### src/rc_pwm_four_channel_decoder_core_defines.svh
// assertion macros for the rc pwm decoder core
// expects clk and rst_n in the scope where the macros are used
`ifndef RC_PWM_FOUR_CHANNEL_DECODER_CORE_DEFINES_SVH
`define RC_PWM_FOUR_CHANNEL_DECODER_CORE_DEFINES_SVH

// same-cycle implication
`define RCPWM_ASSERT_SAME(label, ante, cons, msg) \
    label: assert property (@(posedge clk) disable iff (!rst_n) (ante) |-> (cons)) \
        else $error(msg);

// next-cycle implication
`define RCPWM_ASSERT_NEXT(label, ante, cons, msg) \
    label: assert property (@(posedge clk) disable iff (!rst_n) (ante) |=> (cons)) \
        else $error(msg);

`endif

### src/rcpwm_pkg.sv
// shared types and constants of the rc pwm decoder core
// no dependencies
`default_nettype none

package rcpwm_pkg;

    localparam int CHANNELS_DEF   = 4;
    localparam int TIMEOUT_MS_DEF = 50;

    localparam int PULSE_W      = 14;
    localparam int AGE_W        = 6;
    localparam int MAP_W        = 3;
    localparam int CHAN_W       = 2;
    localparam int CAL_W        = 56;
    localparam int TICK_W       = 24;
    localparam int SUM_W        = TICK_W + 1;
    localparam int AXIS_W       = 15;
    localparam int SLIDE_W      = 2;
    localparam int OUT_CHANNELS = 4;
    localparam int CAL_REGS     = 4;
    localparam int CFG_IDX_W    = 3;
    localparam int FMAP_W       = 12;

    localparam int DIV_NUM_W = 28;
    localparam int DIV_DEN_W = 14;
    localparam int DIV_Q_W   = 14;
    localparam int DIV_STEPS = DIV_Q_W / 2;

    // register indexes on the config port
    localparam logic [CFG_IDX_W-1:0] REG_CAL0    = 3'd0;
    localparam logic [CFG_IDX_W-1:0] REG_CAL1    = 3'd1;
    localparam logic [CFG_IDX_W-1:0] REG_CAL2    = 3'd2;
    localparam logic [CFG_IDX_W-1:0] REG_CAL3    = 3'd3;
    localparam logic [CFG_IDX_W-1:0] REG_CLICKED = 3'd4;
    localparam logic [CFG_IDX_W-1:0] REG_FMAP    = 3'd5;

    // function slots in the function map
    localparam logic [1:0] FN_STEER    = 2'd0;
    localparam logic [1:0] FN_THROTTLE = 2'd1;
    localparam logic [1:0] FN_AUX      = 2'd2;
    localparam logic [1:0] FN_SWITCH   = 2'd3;

    localparam logic [SLIDE_W-1:0] SLIDE_NONE = 2'd0;
    localparam logic [SLIDE_W-1:0] SLIDE_BACK = 2'd1;
    localparam logic [SLIDE_W-1:0] SLIDE_FWD  = 2'd2;
    localparam logic [SLIDE_W-1:0] SLIDE_MID  = 2'd3;

    localparam logic [FMAP_W-1:0] FMAP_RESET = 12'd1672;

    // period band 10000..28571 us expressed in ticks of high plus low
    localparam logic [SUM_W-1:0]     BAND_LO_TICKS = 25'd625000;
    localparam logic [SUM_W-1:0]     BAND_HI_TICKS = 25'd1785749;
    // from this high time on the pulse saturates
    localparam logic [TICK_W-1:0]    PW_SAT_TICKS  = 24'd1024000;
    localparam logic [PULSE_W-1:0]   PULSE_MAX     = 14'h3FFF;
    // 16 / 1000 reduces to 2 / 125
    localparam logic [DIV_DEN_W-1:0] PW_DEN        = 14'd125;
    localparam logic [PULSE_W-1:0]   SCALE_THR     = 14'd10000;
    localparam logic [PULSE_W-1:0]   SCALE_STR     = 14'd9000;
    localparam logic [AXIS_W-1:0]    STEER_MID     = 15'd9000;

    typedef logic signed [15:0] sval_t;

    typedef enum logic [3:0] {
        S_IDLE,
        S_UPD,
        S_PWDIV,
        S_AXA,
        S_AXB,
        S_AXC,
        S_AXW,
        S_SL,
        S_SW,
        S_OUT
    } seq_state_t;

    typedef struct packed {
        logic               tick;
        logic               cap;
        logic [CHAN_W-1:0]  chan;
        logic [PULSE_W-1:0] pulse;
    } store_upd_t;

endpackage

`default_nettype wire

### src/rcpwm_if.sv
// handshake channels of the rc pwm decoder core: capture, result and config
// depends on rcpwm_pkg
`default_nettype none

interface rcpwm_cap_if import rcpwm_pkg::*; ();
    logic              valid;
    logic              ready;
    logic              func;
    logic [CHAN_W-1:0] chan;
    logic [TICK_W-1:0] high_ticks;
    logic [TICK_W-1:0] space_ticks;

    modport source (output valid, func, chan, high_ticks, space_ticks, input ready);
    modport sink   (input valid, func, chan, high_ticks, space_ticks, output ready);
endinterface

interface rcpwm_res_if import rcpwm_pkg::*; ();
    logic                     valid;
    logic                     ready;
    logic [PULSE_W-1:0]       pulse_ch0;
    logic [PULSE_W-1:0]       pulse_ch1;
    logic [PULSE_W-1:0]       pulse_ch2;
    logic [PULSE_W-1:0]       pulse_ch3;
    logic signed [AXIS_W-1:0] throttle_hundredths;
    logic [AXIS_W-1:0]        steering_hundredths;
    logic [SLIDE_W-1:0]       slide_position;
    logic                     switch_on;

    modport source (output valid, pulse_ch0, pulse_ch1, pulse_ch2, pulse_ch3,
                    throttle_hundredths, steering_hundredths, slide_position,
                    switch_on, input ready);
    modport sink   (input valid, pulse_ch0, pulse_ch1, pulse_ch2, pulse_ch3,
                    throttle_hundredths, steering_hundredths, slide_position,
                    switch_on, output ready);
endinterface

interface rcpwm_cfg_if import rcpwm_pkg::*; ();
    logic                 valid;
    logic                 ready;
    logic [CFG_IDX_W-1:0] index;
    logic [CAL_W-1:0]     data;

    modport source (output valid, index, data, input ready);
    modport sink   (input valid, index, data, output ready);
endinterface

`default_nettype wire

### src/rcpwm_div.sv
// shared iterative divider, two quotient bits per cycle
// depends on rcpwm_pkg; quotient must fit DIV_Q_W bits (num < den << DIV_Q_W)
`default_nettype none

module rcpwm_div import rcpwm_pkg::*;
(
    input  logic                 clk,
    input  logic                 rst_n,
    input  logic                 start,
    input  logic [DIV_NUM_W-1:0] num,
    input  logic [DIV_DEN_W-1:0] den,
    output logic                 busy,
    output logic                 done,
    output logic [DIV_Q_W-1:0]   quot
);

    localparam int LOW_W = DIV_NUM_W - DIV_DEN_W;
    localparam int CNT_W = $clog2(DIV_STEPS + 1);

    logic                 busy_reg;
    logic                 done_reg;
    logic [CNT_W-1:0]     cnt_reg;
    logic [DIV_DEN_W-1:0] rem_reg;
    logic [LOW_W-1:0]     low_reg;
    logic [DIV_DEN_W-1:0] den_reg;
    logic [DIV_Q_W-1:0]   quot_reg;

    logic [DIV_DEN_W:0]   r1;
    logic [DIV_DEN_W:0]   r1s;
    logic [DIV_DEN_W:0]   r2;
    logic [DIV_DEN_W:0]   r2s;
    logic                 ge1;
    logic                 ge2;

    always_comb
    begin
        r1  = {rem_reg, low_reg[LOW_W-1]};
        ge1 = r1 >= {1'b0, den_reg};
        r1s = ge1 ? (r1 - {1'b0, den_reg}) : r1;
        r2  = {r1s[DIV_DEN_W-1:0], low_reg[LOW_W-2]};
        ge2 = r2 >= {1'b0, den_reg};
        r2s = ge2 ? (r2 - {1'b0, den_reg}) : r2;
    end

    always_ff @(posedge clk or negedge rst_n)
    begin
        if (!rst_n)
        begin
            busy_reg <= 1'b0;
            done_reg <= 1'b0;
            cnt_reg  <= '0;
        end
        else if (start)
        begin
            busy_reg <= 1'b1;
            done_reg <= 1'b0;
            cnt_reg  <= CNT_W'(DIV_STEPS);
        end
        else if (busy_reg)
        begin
            cnt_reg <= cnt_reg - CNT_W'(1);
            if (cnt_reg == CNT_W'(1))
            begin
                busy_reg <= 1'b0;
                done_reg <= 1'b1;
            end
        end
        else
        begin
            done_reg <= 1'b0;
        end
    end

    // top bits of the numerator start as the partial remainder
    always_ff @(posedge clk)
    begin
        if (start)
        begin
            rem_reg <= num[DIV_NUM_W-1 -: DIV_DEN_W];
            low_reg <= num[LOW_W-1:0];
            den_reg <= den;
        end
        else if (busy_reg)
        begin
            rem_reg  <= r2s[DIV_DEN_W-1:0];
            low_reg  <= {low_reg[LOW_W-3:0], 2'b00};
            quot_reg <= {quot_reg[DIV_Q_W-3:0], ge1, ge2};
        end
    end

    assign busy = busy_reg;
    assign done = done_reg;
    assign quot = quot_reg;

endmodule

`default_nettype wire

### src/rcpwm_store.sv
// per-channel pulse store and millisecond age counters
// depends on rcpwm_pkg
`default_nettype none

module rcpwm_store import rcpwm_pkg::*;
#(
    parameter int CHANNELS   = CHANNELS_DEF,
    parameter int TIMEOUT_MS = TIMEOUT_MS_DEF
)
(
    input  logic                                   clk,
    input  logic                                   rst_n,
    input  store_upd_t                             upd,
    input  logic [MAP_W-1:0]                       rd_chan,
    output logic [PULSE_W-1:0]                     rd_pulse,
    output logic [OUT_CHANNELS-1:0][PULSE_W-1:0]   fix_pulse
);

    localparam int IDX_W = (CHANNELS > 1) ? $clog2(CHANNELS) : 1;
    localparam logic [AGE_W-1:0] AGE_MAX    = AGE_W'(TIMEOUT_MS);
    localparam logic [MAP_W:0]   CHAN_LIMIT = (MAP_W + 1)'(CHANNELS);

    logic [PULSE_W-1:0] pulse_reg [CHANNELS];
    logic [AGE_W-1:0]   age_reg   [CHANNELS];

    always_ff @(posedge clk or negedge rst_n)
    begin
        if (!rst_n)
        begin
            for (int i = 0; i < CHANNELS; i++)
            begin
                pulse_reg[i] <= '0;
                age_reg[i]   <= '0;
            end
        end
        else
        begin
            for (int i = 0; i < CHANNELS; i++)
            begin
                if (upd.tick && (age_reg[i] < AGE_MAX))
                begin
                    age_reg[i] <= age_reg[i] + AGE_W'(1);
                end
                if (upd.cap && (int'(upd.chan) == i))
                begin
                    pulse_reg[i] <= upd.pulse;
                    age_reg[i]   <= '0;
                end
            end
        end
    end

    // selected read for the function being decoded, zero when stale
    always_comb
    begin
        rd_pulse = '0;
        if ({1'b0, rd_chan} < CHAN_LIMIT)
        begin
            if (age_reg[rd_chan[IDX_W-1:0]] < AGE_MAX)
            begin
                rd_pulse = pulse_reg[rd_chan[IDX_W-1:0]];
            end
        end
    end

    for (genvar g = 0; g < OUT_CHANNELS; g++)
    begin : g_fix
        if (g < CHANNELS)
        begin : g_live
            assign fix_pulse[g] = (age_reg[g] < AGE_MAX) ? pulse_reg[g] : '0;
        end
        else
        begin : g_none
            assign fix_pulse[g] = '0;
        end
    end

endmodule

`default_nettype wire

### src/rc_pwm_four_channel_decoder_core.sv
// four-channel rc pwm decoder: config registers, sequencer and axis datapath
// depends on rcpwm_pkg, rcpwm_if, rcpwm_div, rcpwm_store and the defines header
//
// usage
//   capture: one word per capture (func 0, chan, high and low ticks of 16 ns)
//            or per millisecond tick (func 1). every word gives one result word.
//   result:  the four channel pulses in us, throttle, steering, slide switch
//            and push switch, held in an output register until taken.
//   cfg:     register writes (calibration, clicked pulse, function map),
//            always ready; write only while no word is in flight.
//   divider: the shared divider computes the pulse width of a valid, unsaturated
//            capture and each of throttle and steering; axes at neutral skip it.
//   accept: capture ready is high only while the sequencer sits idle, so a new
//            word is taken only once the last one has reached the output register.
//   reset: pulses and ages clear, so all channels read zero; calibration
//            clears and the function map returns to steering 0, throttle 1,
//            aux 2, switch 3.
//   stall: a finished result waits in the output register; the next word is
//            taken meanwhile and its result waits until the register frees.
`default_nettype none

`include "rc_pwm_four_channel_decoder_core_defines.svh"

module rc_pwm_four_channel_decoder_core import rcpwm_pkg::*;
#(
    parameter int CHANNELS   = CHANNELS_DEF,
    parameter int TIMEOUT_MS = TIMEOUT_MS_DEF
)
(
    input  logic        clk,
    input  logic        rst_n,
    rcpwm_cap_if.sink   capture,
    rcpwm_res_if.source result,
    rcpwm_cfg_if.sink   cfg
);

    localparam logic [MAP_W:0] CHAN_LIMIT = (MAP_W + 1)'(CHANNELS);

    // configuration
    logic [CAL_W-1:0]   cal_reg [CAL_REGS];
    logic [PULSE_W-1:0] clicked_reg;
    logic [FMAP_W-1:0]  fmap_reg;

    // sequencer
    seq_state_t state_reg;
    seq_state_t state_next;
    logic       fn_reg;

    // captured word
    logic              func_reg;
    logic [CHAN_W-1:0] chan_reg;
    logic [TICK_W-1:0] hi_reg;
    logic [TICK_W-1:0] lo_reg;

    // axis datapath
    sval_t              p_reg;
    sval_t              mn_reg;
    sval_t              mx_reg;
    sval_t              hiw_reg;
    sval_t              low_reg;
    logic               neutral_reg;
    logic [PULSE_W-1:0] n_reg;
    logic [PULSE_W-1:0] d_reg;
    logic               neg_reg;
    logic [AXIS_W-1:0]  thr_reg;
    logic [AXIS_W-1:0]  str_reg;
    logic [SLIDE_W-1:0] slide_reg;
    logic               sw_reg;

    // output register
    logic                                 out_full_reg;
    logic [OUT_CHANNELS-1:0][PULSE_W-1:0] out_pulse_reg;
    logic [AXIS_W-1:0]                    out_thr_reg;
    logic [AXIS_W-1:0]                    out_str_reg;
    logic [SLIDE_W-1:0]                   out_slide_reg;
    logic                                 out_sw_reg;

    logic [1:0]                           cur_fn;
    logic [MAP_W-1:0]                     map_chan;
    logic [CAL_W-1:0]                     cal_sel;
    logic [PULSE_W-1:0]                   sel_pulse;
    logic [OUT_CHANNELS-1:0][PULSE_W-1:0] fix_pulse;
    sval_t                                p_s;
    sval_t                                mn_s;
    sval_t                                md_s;
    sval_t                                mx_s;
    sval_t                                mg_s;
    sval_t                                clicked_s;
    logic                                 ax_neutral;
    logic                                 inwin;
    logic                                 up;
    sval_t                                pc;
    sval_t                                n_s;
    sval_t                                d_s;
    logic                                 ax_skip;
    logic                                 ax_commit;
    logic [AXIS_W-1:0]                    q15;
    logic                                 q_neg;
    logic [SUM_W-1:0]                     sum_ticks;
    logic                                 chan_valid;
    logic                                 cap_ok;
    logic                                 sat;
    logic                                 cap_direct;
    logic                                 cap_div;
    store_upd_t                           st_upd;
    logic                                 div_start;
    logic [DIV_NUM_W-1:0]                 div_num;
    logic [DIV_DEN_W-1:0]                 div_den;
    logic                                 div_busy;
    logic                                 div_done;
    logic [DIV_Q_W-1:0]                   div_quot;
    logic                                 div_wait;
    logic [PULSE_W-1:0]                   scale;
    logic                                 out_load;
    logic [SLIDE_W-1:0]                   slide_val;
    logic                                 sw_val;

    function automatic logic near(sval_t p, sval_t c, sval_t m);
        return (p >= c - m) && (p <= c + m);
    endfunction

    // ------------------------------------------------------------------
    // configuration port
    // ------------------------------------------------------------------
    assign cfg.ready = 1'b1;

    always_ff @(posedge clk or negedge rst_n)
    begin
        if (!rst_n)
        begin
            for (int i = 0; i < CAL_REGS; i++)
            begin
                cal_reg[i] <= '0;
            end
            clicked_reg <= '0;
            fmap_reg    <= FMAP_RESET;
        end
        else if (cfg.valid)
        begin
            case (cfg.index)
                REG_CAL0, REG_CAL1, REG_CAL2, REG_CAL3:
                begin
                    cal_reg[cfg.index[1:0]] <= cfg.data;
                end
                REG_CLICKED:
                begin
                    clicked_reg <= cfg.data[PULSE_W-1:0];
                end
                REG_FMAP:
                begin
                    fmap_reg <= cfg.data[FMAP_W-1:0];
                end
                default:
                begin
                end
            endcase
        end
    end

    // ------------------------------------------------------------------
    // channel selection for the function being decoded
    // ------------------------------------------------------------------
    always_comb
    begin
        case (state_reg)
            S_AXA:   cur_fn = {1'b0, fn_reg};
            S_SL:    cur_fn = FN_AUX;
            S_SW:    cur_fn = FN_SWITCH;
            default: cur_fn = FN_STEER;
        endcase
    end

    assign map_chan = fmap_reg[cur_fn * MAP_W +: MAP_W];
    assign cal_sel  = (map_chan < MAP_W'(CAL_REGS)) ? cal_reg[map_chan[1:0]] : '0;

    assign p_s       = sval_t'({2'b00, sel_pulse});
    assign mn_s      = sval_t'({2'b00, cal_sel[0 * PULSE_W +: PULSE_W]});
    assign md_s      = sval_t'({2'b00, cal_sel[1 * PULSE_W +: PULSE_W]});
    assign mx_s      = sval_t'({2'b00, cal_sel[2 * PULSE_W +: PULSE_W]});
    assign mg_s      = sval_t'({2'b00, cal_sel[3 * PULSE_W +: PULSE_W]});
    assign clicked_s = sval_t'({2'b00, clicked_reg});

    // ------------------------------------------------------------------
    // capture update
    // ------------------------------------------------------------------
    assign sum_ticks  = {1'b0, hi_reg} + {1'b0, lo_reg};
    assign chan_valid = {{(MAP_W + 1 - CHAN_W){1'b0}}, chan_reg} < CHAN_LIMIT;
    assign cap_ok     = !func_reg && chan_valid &&
                        (sum_ticks >= BAND_LO_TICKS) && (sum_ticks <= BAND_HI_TICKS);
    assign sat        = hi_reg >= PW_SAT_TICKS;
    assign cap_direct = (state_reg == S_UPD) && cap_ok && sat;
    assign cap_div    = (state_reg == S_PWDIV) && div_done;

    assign st_upd.tick  = (state_reg == S_UPD) && func_reg;
    assign st_upd.cap   = cap_direct || cap_div;
    assign st_upd.chan  = chan_reg;
    assign st_upd.pulse = cap_direct ? PULSE_MAX : div_quot;

    rcpwm_store #(
        .CHANNELS   (CHANNELS),
        .TIMEOUT_MS (TIMEOUT_MS)
    ) u_store (
        .clk       (clk),
        .rst_n     (rst_n),
        .upd       (st_upd),
        .rd_chan   (map_chan),
        .rd_pulse  (sel_pulse),
        .fix_pulse (fix_pulse)
    );

    // ------------------------------------------------------------------
    // axis datapath
    // ------------------------------------------------------------------
    assign ax_neutral = (sel_pulse == '0) ||
                        !((mn_s + mg_s < md_s) && (md_s + mg_s < mx_s));

    always_comb
    begin
        inwin = (p_reg >= low_reg) && (p_reg <= hiw_reg);
        up    = p_reg > hiw_reg;
        if (p_reg < mn_reg)
        begin
            pc = mn_reg;
        end
        else if (p_reg > mx_reg)
        begin
            pc = mx_reg;
        end
        else
        begin
            pc = p_reg;
        end
        n_s = up ? (pc - hiw_reg) : (low_reg - pc);
        d_s = up ? (mx_reg - hiw_reg) : (low_reg - mn_reg);
    end

    assign ax_skip   = neutral_reg || inwin;
    assign ax_commit = ((state_reg == S_AXB) && ax_skip) ||
                       ((state_reg == S_AXW) && div_done);
    assign q15       = (state_reg == S_AXW) ? {1'b0, div_quot} : '0;
    assign q_neg     = (state_reg == S_AXW) && neg_reg;
    assign scale     = fn_reg ? SCALE_THR : SCALE_STR;

    assign div_start = (state_reg == S_UPD && cap_ok && !sat) || (state_reg == S_AXC);
    assign div_num   = (state_reg == S_UPD) ?
                       {{(DIV_NUM_W - TICK_W - 1){1'b0}}, hi_reg, 1'b0} :
                       ({{PULSE_W{1'b0}}, n_reg} * {{PULSE_W{1'b0}}, scale});
    assign div_den   = (state_reg == S_UPD) ? PW_DEN : d_reg;
    assign div_wait  = (state_reg == S_PWDIV) || (state_reg == S_AXW);

    rcpwm_div u_div (
        .clk   (clk),
        .rst_n (rst_n),
        .start (div_start),
        .num   (div_num),
        .den   (div_den),
        .busy  (div_busy),
        .done  (div_done),
        .quot  (div_quot)
    );

    // slide and push switch
    always_comb
    begin
        if (sel_pulse == '0)
        begin
            slide_val = SLIDE_NONE;
        end
        else if (near(p_s, mn_s, mg_s))
        begin
            slide_val = SLIDE_BACK;
        end
        else if (near(p_s, mx_s, mg_s))
        begin
            slide_val = SLIDE_FWD;
        end
        else
        begin
            slide_val = SLIDE_MID;
        end
        sw_val = (sel_pulse != '0) && near(p_s, clicked_s, mg_s);
    end

    // ------------------------------------------------------------------
    // sequencer
    // ------------------------------------------------------------------
    always_ff @(posedge clk or negedge rst_n)
    begin
        if (!rst_n)
        begin
            state_reg <= S_IDLE;
        end
        else
        begin
            state_reg <= state_next;
        end
    end

    always_comb
    begin
        state_next = state_reg;
        case (state_reg)
            S_IDLE:
            begin
                if (capture.valid)
                begin
                    state_next = S_UPD;
                end
            end
            S_UPD:
            begin
                state_next = (cap_ok && !sat) ? S_PWDIV : S_AXA;
            end
            S_PWDIV:
            begin
                if (div_done)
                begin
                    state_next = S_AXA;
                end
            end
            S_AXA:
            begin
                state_next = S_AXB;
            end
            S_AXB:
            begin
                if (ax_skip)
                begin
                    state_next = fn_reg ? S_SL : S_AXA;
                end
                else
                begin
                    state_next = S_AXC;
                end
            end
            S_AXC:
            begin
                state_next = S_AXW;
            end
            S_AXW:
            begin
                if (div_done)
                begin
                    state_next = fn_reg ? S_SL : S_AXA;
                end
            end
            S_SL:
            begin
                state_next = S_SW;
            end
            S_SW:
            begin
                state_next = S_OUT;
            end
            S_OUT:
            begin
                if (out_load)
                begin
                    state_next = S_IDLE;
                end
            end
            default:
            begin
                state_next = S_IDLE;
            end
        endcase
    end

    assign capture.ready = (state_reg == S_IDLE);

    always_ff @(posedge clk or negedge rst_n)
    begin
        if (!rst_n)
        begin
            fn_reg <= 1'b0;
        end
        else if (state_reg == S_UPD)
        begin
            fn_reg <= 1'b0;
        end
        else if (ax_commit)
        begin
            fn_reg <= 1'b1;
        end
    end

    always_ff @(posedge clk)
    begin
        if (capture.valid && capture.ready)
        begin
            func_reg <= capture.func;
            chan_reg <= capture.chan;
            hi_reg   <= capture.high_ticks;
            lo_reg   <= capture.space_ticks;
        end
        if (state_reg == S_AXA)
        begin
            p_reg       <= p_s;
            mn_reg      <= mn_s;
            mx_reg      <= mx_s;
            hiw_reg     <= md_s + mg_s;
            low_reg     <= md_s - mg_s;
            neutral_reg <= ax_neutral;
        end
        if (state_reg == S_AXB)
        begin
            n_reg   <= n_s[PULSE_W-1:0];
            d_reg   <= d_s[PULSE_W-1:0];
            neg_reg <= !up;
        end
        if (ax_commit)
        begin
            if (fn_reg)
            begin
                thr_reg <= q_neg ? (AXIS_W'(0) - q15) : q15;
            end
            else
            begin
                str_reg <= q_neg ? (STEER_MID - q15) : (STEER_MID + q15);
            end
        end
        if (state_reg == S_SL)
        begin
            slide_reg <= slide_val;
        end
        if (state_reg == S_SW)
        begin
            sw_reg <= sw_val;
        end
    end

    // ------------------------------------------------------------------
    // output register
    // ------------------------------------------------------------------
    assign out_load = (state_reg == S_OUT) && (!out_full_reg || result.ready);

    always_ff @(posedge clk or negedge rst_n)
    begin
        if (!rst_n)
        begin
            out_full_reg <= 1'b0;
        end
        else if (out_load)
        begin
            out_full_reg <= 1'b1;
        end
        else if (result.ready)
        begin
            out_full_reg <= 1'b0;
        end
    end

    always_ff @(posedge clk)
    begin
        if (out_load)
        begin
            out_pulse_reg <= fix_pulse;
            out_thr_reg   <= thr_reg;
            out_str_reg   <= str_reg;
            out_slide_reg <= slide_reg;
            out_sw_reg    <= sw_reg;
        end
    end

    assign result.valid               = out_full_reg;
    assign result.pulse_ch0           = out_pulse_reg[0];
    assign result.pulse_ch1           = out_pulse_reg[1];
    assign result.pulse_ch2           = out_pulse_reg[2];
    assign result.pulse_ch3           = out_pulse_reg[3];
    assign result.throttle_hundredths = out_thr_reg;
    assign result.steering_hundredths = out_str_reg;
    assign result.slide_position      = out_slide_reg;
    assign result.switch_on           = out_sw_reg;

    // ------------------------------------------------------------------
    // assertions
    // ------------------------------------------------------------------
    `RCPWM_ASSERT_SAME(a_div_start_free, div_start, !div_busy, "divider restarted while busy")
    `RCPWM_ASSERT_SAME(a_div_done_used, div_done, div_wait, "divider result not consumed")
    `RCPWM_ASSERT_NEXT(a_out_load_shown, out_load, result.valid, "loaded result not presented")

endmodule

`default_nettype wire
### src/flat_wrapper.sv
// flat-port wrapper written by rule: the top's interface ports become plain ports
module rc_pwm_four_channel_decoder_core_flat import rcpwm_pkg::*;
#(
    parameter int CHANNELS   = CHANNELS_DEF,
    parameter int TIMEOUT_MS = TIMEOUT_MS_DEF
)
  (clk, rst_n, capture_valid, capture_func, capture_chan, capture_high_ticks, capture_space_ticks, capture_ready, result_valid, result_pulse_ch0, result_pulse_ch1, result_pulse_ch2, result_pulse_ch3, result_throttle_hundredths, result_steering_hundredths, result_slide_position, result_switch_on, result_ready, cfg_valid, cfg_index, cfg_data, cfg_ready);
  rcpwm_cap_if capture_i ();
  rcpwm_res_if result_i ();
  rcpwm_cfg_if cfg_i ();
  input  logic clk;
  input  logic rst_n;
  input wire logic [$bits(capture_i.valid)-1:0] capture_valid;
  input wire logic [$bits(capture_i.func)-1:0] capture_func;
  input wire logic [$bits(capture_i.chan)-1:0] capture_chan;
  input wire logic [$bits(capture_i.high_ticks)-1:0] capture_high_ticks;
  input wire logic [$bits(capture_i.space_ticks)-1:0] capture_space_ticks;
  output wire logic [$bits(capture_i.ready)-1:0] capture_ready;
  output wire logic [$bits(result_i.valid)-1:0] result_valid;
  output wire logic [$bits(result_i.pulse_ch0)-1:0] result_pulse_ch0;
  output wire logic [$bits(result_i.pulse_ch1)-1:0] result_pulse_ch1;
  output wire logic [$bits(result_i.pulse_ch2)-1:0] result_pulse_ch2;
  output wire logic [$bits(result_i.pulse_ch3)-1:0] result_pulse_ch3;
  output wire logic [$bits(result_i.throttle_hundredths)-1:0] result_throttle_hundredths;
  output wire logic [$bits(result_i.steering_hundredths)-1:0] result_steering_hundredths;
  output wire logic [$bits(result_i.slide_position)-1:0] result_slide_position;
  output wire logic [$bits(result_i.switch_on)-1:0] result_switch_on;
  input wire logic [$bits(result_i.ready)-1:0] result_ready;
  input wire logic [$bits(cfg_i.valid)-1:0] cfg_valid;
  input wire logic [$bits(cfg_i.index)-1:0] cfg_index;
  input wire logic [$bits(cfg_i.data)-1:0] cfg_data;
  output wire logic [$bits(cfg_i.ready)-1:0] cfg_ready;
  assign capture_i.valid = capture_valid;
  assign capture_i.func = capture_func;
  assign capture_i.chan = capture_chan;
  assign capture_i.high_ticks = capture_high_ticks;
  assign capture_i.space_ticks = capture_space_ticks;
  assign capture_ready = capture_i.ready;
  assign result_valid = result_i.valid;
  assign result_pulse_ch0 = result_i.pulse_ch0;
  assign result_pulse_ch1 = result_i.pulse_ch1;
  assign result_pulse_ch2 = result_i.pulse_ch2;
  assign result_pulse_ch3 = result_i.pulse_ch3;
  assign result_throttle_hundredths = result_i.throttle_hundredths;
  assign result_steering_hundredths = result_i.steering_hundredths;
  assign result_slide_position = result_i.slide_position;
  assign result_switch_on = result_i.switch_on;
  assign result_i.ready = result_ready;
  assign cfg_i.valid = cfg_valid;
  assign cfg_i.index = cfg_index;
  assign cfg_i.data = cfg_data;
  assign cfg_ready = cfg_i.ready;
  rc_pwm_four_channel_decoder_core #(.CHANNELS(CHANNELS), .TIMEOUT_MS(TIMEOUT_MS)) u_core (.clk(clk), .rst_n(rst_n), .capture(capture_i), .result(result_i), .cfg(cfg_i));
endmodule
### config.mk
export PLATFORM = sky130hd
export DESIGN_NAME = rc_pwm_four_channel_decoder_core_flat
export DESIGN_NICKNAME = d
export VERILOG_FILES = /design/src/rcpwm_pkg.sv /design/src/rcpwm_if.sv /design/src/rcpwm_div.sv /design/src/rcpwm_store.sv /design/src/rc_pwm_four_channel_decoder_core.sv /design/src/flat_wrapper.sv
export VERILOG_INCLUDE_DIRS = /design/src /design/src/src
export SDC_FILE = /design/constraint.sdc
export NUM_CORES = 2
export LEC_CHECK = 0
export ABC_CLOCK_PERIOD_IN_PS = 9700
export BUFFER_PORTS_ARGS = -buffer_cell sky130_fd_sc_hd__buf_2
export CAP_MARGIN = 20
export CORE_MARGIN = 1.5
export CORE_UTILIZATION = 50
export CTS_CLUSTER_DIAMETER = 80
export DETAILED_ROUTE_END_ITERATION = 16
export PLACE_DENSITY = 0.68
export SYNTH_ARGS = -nofsm -noshare
export SYNTH_HDL_FRONTEND = slang
export SYNTH_HIERARCHICAL = 1
export SYNTH_SLANG_ARGS = --single-unit
### constraint.sdc
create_clock -name clk -period 9.7 [get_ports clk]
set_input_delay 0 -clock clk [delete_from_list [all_inputs] [get_ports clk]]
set_output_delay 0 -clock clk [all_outputs]
set_load 0.05 [all_outputs]
Yosys cells after proc, flatten, opt, wreduce, memory -nomap -nowiden
Index checks and enable logic that the tools add are counted.
Storage, ports and cells
  memories kept: 0
  output and inout port bits: 92
  bits in latches: 0
  input port bits: 115
  RAM bits: 0
  bits in read-only memories: 0
  word-level logic and storage cells: 253
  register bits after elaboration: 672
Cells by class
  $lt $le $gt $ge: 28
  multiply operators: 2
  bitwise logic cells: 4
  shift operators: 1
  muxes and demuxes: 62
  equality and inequality tests: 23
  divide/modulo/power cells: 0
  reductions and logical operators: 60
  add/sub/neg operators: 23
Operators by type and width (count)
  bitwise mux 224 bit: 1
  two-way mux 14 bit: 16
  two-way mux 56 bit: 4
  binary-select mux 56 bit (select 2 bit): 1
  demux 56 bit (select 2 bit): 1
  subtractor 14 bit: 6
  adder 14 x 14 -> 15 bit: 4
  two-way mux 6 bit: 10
  subtractor 14 x 14 -> 15 bit: 4
  >= comparator 15 x 16 -> 1 bit: 3
  <= comparator 15 x 16 -> 1 bit: 3
  case mux 4 bit (10 select lines): 1
  >= comparator 15 x 14 -> 1 bit: 2
  less-than comparator 6 bit (second input constant): 5
  two-way mux 15 bit: 2
  binary-select mux 14 bit (select 2 bit): 1
  logical AND 1 bit: 28
  multiplier 14 x 14 -> 28 bit: 1
  two-way mux 28 bit: 1
  adder 24 x 24 -> 25 bit: 1
  >= comparator 25 x 20 -> 1 bit (second input constant): 1
  <= comparator 25 x 21 -> 1 bit (second input constant): 1
  adder 6 x 1 -> 6 bit (second input constant): 4
  >= comparator 24 x 20 -> 1 bit (second input constant): 1
  other kinds (48): 101

Longest topological paths before layout
  depth in word-level cells: 15
  mapped depth: 30
  depth with buffers taken out: 28

Hierarchy
Netlist, hierarchy kept.
By module, submodules not included
  rc_pwm_four_channel_decoder_core: sequential area each 14639.0 um^2, area each 37342.1 um^2, instances 1, cells an instance 3423
  rcpwm_store: sequential area each 2001.9 um^2, area each 4241.6 um^2, instances 1, cells an instance 427
  rcpwm_div: sequential area each 1806.7 um^2, area each 4067.7 um^2, instances 1, cells an instance 376

Least setup slack after synthesis
OpenSTA, ideal clock, no wires.
  path type: register -> register
  start point: reg u_core.state_reg[1]
  end point: reg u_core.out_pulse_reg (netlist bit u_core/result.pulse_ch0[0]), enable pin
  buffers on the path: 2
  cell stages (with the launch flop): 6
  arrival time: 7.439 ns
  path slack: 1.596 ns
  required time: 9.036 ns
  cells stage by stage: dfrtp_1 -> buf_2 -> buf_1 -> inv_1 -> nand2_1 -> nor3b_1
On the way
  longest elaborated chain between the ends: 2
RTL lines
  start: declaration: line rc_pwm_four_channel_decoder_core.sv:45  | seq_state_t state_reg;
  start signal: assignment: line rc_pwm_four_channel_decoder_core.sv:295  | state_reg <= state_next;
  equality test 4 bit: line rc_pwm_four_channel_decoder_core.sv:435  | assign out_load = (state_reg == S_OUT) && (!out_full_reg || result.ready);
  logical AND 1 bit: line rc_pwm_four_channel_decoder_core.sv:435
  via u_core.out_load: line rc_pwm_four_channel_decoder_core.sv:114  | logic out_load;
  end signal: assignment: line rc_pwm_four_channel_decoder_core.sv:457  | out_pulse_reg <= fix_pulse;
  end: declaration: line rc_pwm_four_channel_decoder_core.sv:72  | logic [OUT_CHANNELS-1:0][PULSE_W-1:0] out_pulse_reg;
The timed path passes the listed nets, and every way through them passes these cells.
A chain may end at the register's enable or synchronous reset.

Worst setup path after layout
  start point: reg u_core.state_reg[0]
  end point: reg u_core.sw_reg, data pin
On the way
  longest elaborated chain between the ends: 14
  elaborated cells on any way between the ends: 29
  those cells by class: add/sub (2); mul (1); order compare (5); eq/ne (3); shift (1); mux (13); bitwise (1); reduce/logical (3)
RTL lines
  equality test 4 bit, or another cell as far along: line rc_pwm_four_channel_decoder_core.sv:165  | case (state_reg)
  case mux 2 bit (3 select lines) *: line rc_pwm_four_channel_decoder_core.sv:165
  multiplier 2 x 2 -> 4 bit *: line rc_pwm_four_channel_decoder_core.sv:173  | assign map_chan = fmap_reg[cur_fn * MAP_W +: MAP_W];
  indexed part select 12 x 5 -> 3 bit *: line rc_pwm_four_channel_decoder_core.sv:173
  branches (longest 9 deep; another with >= comparator 15 x 16 -> 1 bit)
  logical AND 1 bit *: line rc_pwm_four_channel_decoder_core.sv:281  | sw_val = (sel_pulse != '0) && near(p_s, clicked_s, mg_s);
  via u_core.sw_val: line rc_pwm_four_channel_decoder_core.sv:116  | logic sw_val;
  end signal: assignment: line rc_pwm_four_channel_decoder_core.sv:428  | sw_reg <= sw_val;
  end: declaration: line rc_pwm_four_channel_decoder_core.sv:68  | logic sw_reg;
Mark *: on every way through the listed nets, which the timed path passes. The select of a mux whose other input is x is not followed.

==> out/metrics.yaml <==
status:
  outcome: "finished, final reports clean"
clock_network:
  clkSinkCount: 671
  cts_setup_buffers: 0
  clock_path_buffers: 3
  cts_resized: 0
  clk_latency_ns: 0.66
  cts_inserted_buffers: 76
  h-tree-depth: 3
  root_buffer: "clkbuf_16"
  clk_pin_slew_ns: 0.06
  cts_tree: "built"
critical_path:
  setup.worst_path.start: "u_core/state_reg[0]$_DFFE_PN0P_"
  path_class: "register to register"
  ff2ff_setup_slack_ns: 1.88
  cp_max_fo: 22
  rr_worst_depth: 24
  cp_top_family: "compound AO/OA/AOI/OAI gates"
  path_cells: "and4b_4 -> or2_4 -> mux2_4 -> a211oi_4 -> buf_4 -> mux4_2 -> nand2_1 -> inv_1 -> ha_1 -> o21bai_1 -> a21oi_1 -> o21ai_0 -> a21oi_1 -> o21ai_0 -> a221oi_1 -> o41ai_1 -> mux2_2 -> a2111oi_0 -> ha_1 -> nand2_1 -> nor3_1 -> a41oi_1 -> o311a_1 -> a211oi_1"
  r2r-start: "u_core/state_reg[0]$_DFFE_PN0P_"
  r2r_end: "u_core/sw_reg$_DFFE_PN_"
  crit_path_end: "u_core/sw_reg$_DFFE_PN_"
  cp.required_ns: 10.09
  startpoint_type: "register"
  slowest_delay_ns: 0.80
  critPathArrivalTime_ns: 8.21
  worstPathBufferInverterCount: 2
  slowest_stage: "dfrtp_1"
  setup.worst_path.end_class: "register"
  path_depth: 24
route:
  vias_per_cell: 5.83
  dr.pass1.iters: 6
  routedWlPerCell_um: 21.6
  final_antenna_net_count: 0
  drt_wl_total_um: 125000
  drc: 0
  drt_iter0_markers: 2614
  route.vias.total: 33675
finish:
  syn2layout_area_growth_pct: 13.3
  final_net_count: 5205
  drive_above_1_share_pct: 18.4
  num-fill-cells: 7627
  layout_commonest_cell: "ha_1"
  largest_register_ffs: 224
  fin_cells: 5781
  final_area_um2: 51700
  final_cell_mix: "ha_1 (485), dfrtp_1 (337), edfxtp_1 (330)"
timing:
  timing.fmax_mhz: 128
  rsz0062_at_grt: "false"
  hold_violations: 0
  tns_ns: 0
  setup_viol: 0
  layout_min_cycle_time_ns: 7.82
  finalMaxSlewViolations: 0
  max_slew.worst_pin.slew_ns: 1.13
  period_share_pct: 80.6
  setup_ws_ns: 1.88
  relSlewSlack_pct: 24.9
  fin_skew_ns: 0.0262
place:
  numPlacedInstances: 5517
  hpwl_um: 93500
  placed_area_um2: 48000
  place_ws_ns: 1.96
  gp_congestion: 0.965
  port_buffers: 205
synthesis:
  ys_seq_area_share_pct: 40.4
  syn-cell-area_um2: 45700
  syn_avg_cell_area_um2: 10.8
  async_reset_ff_share_pct: 50.8
  synth_cell_types: 110
  synth_edf_count: 330
  ys_seq_elements: 671
  syn-instance-count: 4226
  synth_flop_cell: "dfrtp_1"
  synth_warnings: 6
grt:
  grt_max_degree: 187
  grt_pass1_vias: 33090
  globalRouteTotalUtil_pct: 26.5
  grt_pass1_wl_um: 192000
  antenna_found_initial: 3
  grt_overflow: 0
die:
  core-area_um2: 90300
  io-pin-count: 207
  die_x_um: 305
  fp.dieH_um: 305
  dieArea_um2: 93100
  start_util_pct: 50.6
  row_count: 110
hold_path:
  holdCritStartpoint: "capture_space_ticks[19]"
  hold_path.class: "input port to register"
job:
  max_cap_viol_count: 0
-- stage by stage --
step | util, % | hold slack [ns]
after floorplan | - | -0.296
after global placement | 53.2 | 0.0720
after detailed placement | 53.2 | 0.0690
after CTS | 57.2 | 0.0376
after global routing | 57.3 | 0.0622
final | 57.3 | 0.0683
-- cell families (layout without fill, tap and decap cells) --
logic type / after synthesis / count (layout) / share of synthesized area, %
other cells: 2 / 21 / 0.0165
fa+ha+maj: 555 / 555 / 16.4
flops: 671 / 671 / 40.4
xor+xnor: 185 / 185 / 3.55
simple gates: 1094 / 1094 / 12.2
mux: 413 / 413 / 11.4
compound gates: 838 / 838 / 12.1
buf+inv: 468 / 828 / 4.01
-- per-layer routing --
metal | global-route usage, % | vias to the layer above | routed length, um
li1 | - | 15954 | -
met4 | 8.98 | 2 | 4120
met2 | 43.9 | 919 | 59900
met3 | 3.38 | 188 | 6390
met5 | 0 | - | 14
met1 | 35.9 | 16612 | 54400
-- repair_timing --
| item | 4_1_cts | 5_1_grt |
|---|---|---|
| hold buffers | 114 | 0 |
| hold endpoints to repair | 392 | 0 |
| setup endpoints to repair | 0 | 0 |
-- cell type report --
cell class	instances	area (um2)	area share, %
well taps	1176	1470	2.84
multi-input cells	3100	25500	49.3
clock buffers	102	2080	4.02
diodes	6	15.0	0.0290
flip-flops and latches	671	18400	35.7
clock inverters	40	425	0.822
inverters	322	1210	2.34
repair buffers	364	2560	4.96
-- cells in the mapped netlist (all sizes together) (11+ instances only) --
master,count,area [um2]
o21a,34,255
nand2b,41,257
o22ai,19,119
o21ai,195,976
a31oi,26,163
nor3,80,417
mux4,52,1170
nor2b,67,419
nand4,36,225
and3,17,106
mux2,312,3520
clkbuf,101,379
mux2i,49,494
a21boi,11,82.6
and2,109,687
a21oi,241,1220
o211ai,20,150
o31ai,19,148
nand2,273,1020
a2111oi,14,123
nor2,233,885
inv,320,1200
xnor2,116,1020
o41ai,12,105
ha,485,6070
nand3b,15,113
xor2,69,604
o311ai,14,183
a21o,67,503
a211oi,34,288
dfrtp,337,8430
o21bai,24,180
nor4,33,206
or3,35,219
a311oi,15,138
or2,53,334
buf,45,241
edfxtp,330,9910
fa,70,1400
nor3b,11,82.6
nand3,54,270
-- worst min path at each step --
stage	endpoint	slack, ns	cells past startpoint
2_1_floorplan	u_core/cal_reg[0]$_DFFE_PN0P_	-0.30	0
3_3_place_gp	u_core/cal_reg[125]$_DFFE_PN0P_	0.07	1
3_5_place_dp	u_core/cal_reg[124]$_DFFE_PN0P_	0.07	1
4_1_cts	u_core/lo_reg[23]$_DFFE_PP_	0.04	2
5_1_grt	u_core/lo_reg[19]$_DFFE_PP_	0.06	2
6_report	u_core/lo_reg[19]$_DFFE_PP_	0.07	2
-- worst register-to-register path: cells and delay by family, from the launching register on --
kind            cells  cell delay (ns)
compound gates     12             2.87
flops               1             0.80
simple gates        5             1.20
mux                 3             1.30
fa+ha+maj           2             0.61
buf+inv             2             0.82
Power is left out: the tool's default activity adds up to more than one toggle a clock period on the data nets, which glitch-free logic cannot reach.
